**src/rtl/mdf_ram.sv**
```systemverilog
// generic single-write, single-read ram with registered read data
module mdf_ram #(
   parameter int WIDTH = 16,
   parameter int DEPTH = 16
) (
   input  logic                     clock,
   input  logic                     wr_en,
   input  logic [$clog2(DEPTH)-1:0] wr_addr,
   input  logic [WIDTH-1:0]         wr_data,
   input  logic [$clog2(DEPTH)-1:0] rd_addr,
   output logic [WIDTH-1:0]         rd_data
);

   logic [WIDTH-1:0] mem [DEPTH];
   logic [WIDTH-1:0] rd_data_ff;

   // write port
   always_ff @(posedge clock) begin
      if (wr_en) mem[wr_addr] <= wr_data;
   end

   // registered read port
   always_ff @(posedge clock) begin
      rd_data_ff <= mem[rd_addr];
   end

   assign rd_data = rd_data_ff;

endmodule

```
**config.mk**
```make
export PLATFORM = sky130hd
export DESIGN_NAME = mdf_ram
export DESIGN_NICKNAME = d
export VERILOG_FILES = /design/src/rtl/mdf_ram.sv
export SDC_FILE = /design/constraint.sdc
export NUM_CORES = 1
export LEC_CHECK = 0
export ABC_AREA = 1
export BUFFER_PORTS_ARGS = -buffer_cell sky130_fd_sc_hd__buf_2
export CORE_MARGIN = 2
export CORE_UTILIZATION = 40
export DETAILED_ROUTE_END_ITERATION = 6
export GPL_ROUTABILITY_DRIVEN = 0
export HOLD_SLACK_MARGIN = 0.1
export SLEW_MARGIN = 25
export SYNTH_ARGS = -nofsm -noshare
export SYNTH_HDL_FRONTEND = slang
export SYNTH_SLANG_ARGS = --single-unit
```
**constraint.sdc**
```tcl
create_clock -name clock -period 3.8 [get_ports clock]
set_clock_uncertainty 0.15 [all_clocks]
set_input_delay 0.19 -clock clock [delete_from_list [all_inputs] [get_ports clock]]
set_output_delay 0.19 -clock clock [all_outputs]
set_load 0.02 [all_outputs]
```
==> reports/summary.log <==
qor: timing.maxClockFrequency 0.5261 GHz
qor: synthesis.postSynthRegisterBits 272
qor: detailed_routing.drt_pre_antenna_iters 5
qor: cts.cts_sinks 272
qor: critical_path.worst_ep_arrival_time 2.17 ns
qor: cts.tritoncts done
qor: cts.ctsLongestPathBuffers 3
qor: critical_path.critPathMaxFanout 17
qor: power.max-vdd-ir-drop 304.3 uV
qor: detailed_routing.ant_nets 0
qor: critical_path.cp.required 4.07 ns
qor: critical_path.startpoint_type input port
qor: synthesis.cell_variety_after_synth 13
qor: synthesis.post_synthesis_adder_cell_area_fraction 0%
qor: power.static-leakage-power 5.522 nW
qor: synthesis.synth_top_family_by_area simple AND/OR/NAND/NOR gates
qor: cts.clock_latency 0.53 ns
qor: detailed_routing.routed_via_density 4.861
qor: cts.cts.clk_slew.worst_paths 0.06 ns
qor: run.timing.max_cap.violations 0
qor: layout.area_growth 14.24%
qor: floorplan.die_h 172.7 um
qor: critical_path.path_class input port to flip-flop
qor: timing.min_period 1.901 ns
qor: timing.slew_viol_final 0
qor: synthesis.syn_area 11380 sq um
qor: detailed_routing.route.vias.total 7442
qor: floorplan.ios 42
qor: synthesis.synthMuxAreaShare 0%
qor: synthesis.synth-warning-count 0
qor: timing.final-setup-viol-count 0
qor: floorplan.fp.dieArea 29820 sq um
qor: grt.grt_usage 18.19%
qor: cts.cts_made_buffers 27
qor: run_status.status completed
qor: synthesis.synth_simple_gate_area_share 20.43%
qor: timing.timing.max_slew.rel_slack 37.57%
qor: layout.fillers 2604
qor: layout.register_area 8008 sq um
qor: cts.cts_root_buf clkbuf_16
qor: layout.multi_input_comb_area 2370 sq um
qor: floorplan.floorplan.initialDensity 40.74%
qor: layout.share_of_final_layout_standard_cells_stronger_than_drive_strength_1 10.24%
qor: grt.grt-ovfl-total 0
qor: floorplan.core-area 27930 sq um
qor: detailed_routing.drc 0
qor: grt.number_of_antenna_violations_at_the_first_check_in_global_routing 2
qor: timing.timing_hold_violations_final 0
qor: grt.largest_net_degree_at_the_start_of_global_routing 70
qor: floorplan.die_width 172.7 um
qor: worst_hold_path.timing.hold.worst.class input port to flip-flop
qor: power.power_per_cell_area 488.4 nW/um^2
qor: layout.layout_common_cells nand2_1, edfxtp_1, inv_1
qor: synthesis.synth-compound-area-share 0%
qor: synthesis.postSynthNetCount 1100
qor: timing.finalCritPeriodShare 50.02%
qor: layout.nNetsFinal 1158
qor: floorplan.placementRows 61
qor: critical_path.ff2ff_setup_slack 2.65 ns
qor: cts.htree_num_levels 1
qor: placement.placed_cells 1464
qor: detailed_routing.drt-wirelength-per-cell 17.79 um
qor: timing.fin_worst_hold_slack 0.1700 ns
qor: detailed_routing.initial_detailed_routing_violation_count 606
qor: synthesis.synthCells 1074
qor: placement.place.detailed.hpwl 14.51 mm
qor: detailed_routing.route.final.wire_length 27.24 mm
qor: timing.worst_slew_pin_slew 0.9354 ns
qor: critical_path.critPathCaptureType flip-flop
qor: placement.portBuffers 41
qor: synthesis.syn_avg_cell_area 10.60 sq um
qor: layout.instances_no_fill 1531
qor: grt.vias_in_the_first_global_route 6902
qor: layout.mostFrequentLayoutCell nand2_1
qor: timing.grt_setup_unrepaired no
qor: grt.global_route_wire_length_before_repair 41.60 mm
qor: synthesis.proportion_of_synthesized_chip_area_in_sequential_cells 70.36%
qor: synthesis.xor_xnor_portion_of_the_synthesized_cell_area 0%
qor: timing.accumulated_negative_setup_slack 0 ns
==> power by group <==
part | leakage, nW | internal, mW | switching (mW)
Sequential | 2.45 | 3.35 | 0.0232
Combinational | 2.67 | 0.119 | 0.294
Clock | 0.407 | 1.48 | 1.08
==> cell families after synthesis <==
logic type | after synthesis
AND/OR/NAND/NOR | 553
flip-flops | 272
buffers and inverters | 249
==> worst max-delay path: stages <==
cell and delay, ns:
dlygate4sd3_1 0.53, buf_2 0.48, inv_1 0.60, nand3_1 0.27, nand2_1 0.08
==> worst paths after layout <==
path / endpoint / depth (start not counted) / startpoint
max: rd_data[0]$_DFF_P_ / 5 / rd_addr[3]
min: mem[9][11]$_DFFE_PP_ / 3 / wr_addr[0]
max reg2reg: rd_data[11]$_DFF_P_ / 6 / mem[12][11]$_DFFE_PP_
min reg2reg: rd_data[4]$_DFF_P_ / 6 / mem[4][4]$_DFFE_PP_
==> routing by layer <==
metal | up-vias | part of all wire (%) | track usage (%)
met4 | 2 | 1.9 | 4.979
met5 | - | 0.055 | 0
met1 | 3576 | 46 | 26.58
met2 | 243 | 46 | 28.71
met3 | 41 | 6.2 | 2.419
li1 | 3580 | - | -
==> state kept, by name, summed over array words and instances (netlist names) <==
| signal | count |
|---|---|
| mem | 256 |
| rd_data | 16 |
==> per-stage QoR <==
step / instance area (sq um) / setup slack [ns] / util (%) / total power [mW]
after floorplan: 11380 / 2.160 / - / 3.684
after global placement: 11980 / 1.410 / 42.87 / 3.835
after detailed placement: 11980 / 1.384 / 42.89 / 3.840
after CTS: 13000 / 1.928 / 46.53 / 6.403
after global routing: 13000 / 1.770 / 46.54 / 6.566
final: 13000 / 1.899 / 46.54 / 6.350
==> what timing repair did <==
action | CTS | global route
buffers inserted | 0 | 0
endpoints found under the setup margin | 0 | 0
resized for setup | 0 | 0
endpoints found under the hold margin | 269 | 0
hold buffers | 17 | 0
==> synth_stat cells (all sizes together) <==
master	instances	area share, %
buf	41	2.4
nand3	193	8.5
nand2	341	11
nand3b	2	0.13
edfxtp	256	68
inv	198	6.5
clkbuf	10	0.33
nor2	17	0.56
dfxtp	16	2.8
==> area by class of cell <==
| class | instances | share of cell area [%] |
|---|---|---|
| antenna | 1 | 0.01925 |
| clock buffer | 38 | 5.668 |
| clock inverter | 11 | 0.8469 |
| inverter | 198 | 5.736 |
| multi-input combinational | 553 | 18.23 |
| sequential | 272 | 61.59 |
| tap | 378 | 3.638 |
| timing repair buffer | 80 | 4.273 |
(Power assumes the default switching activity.)
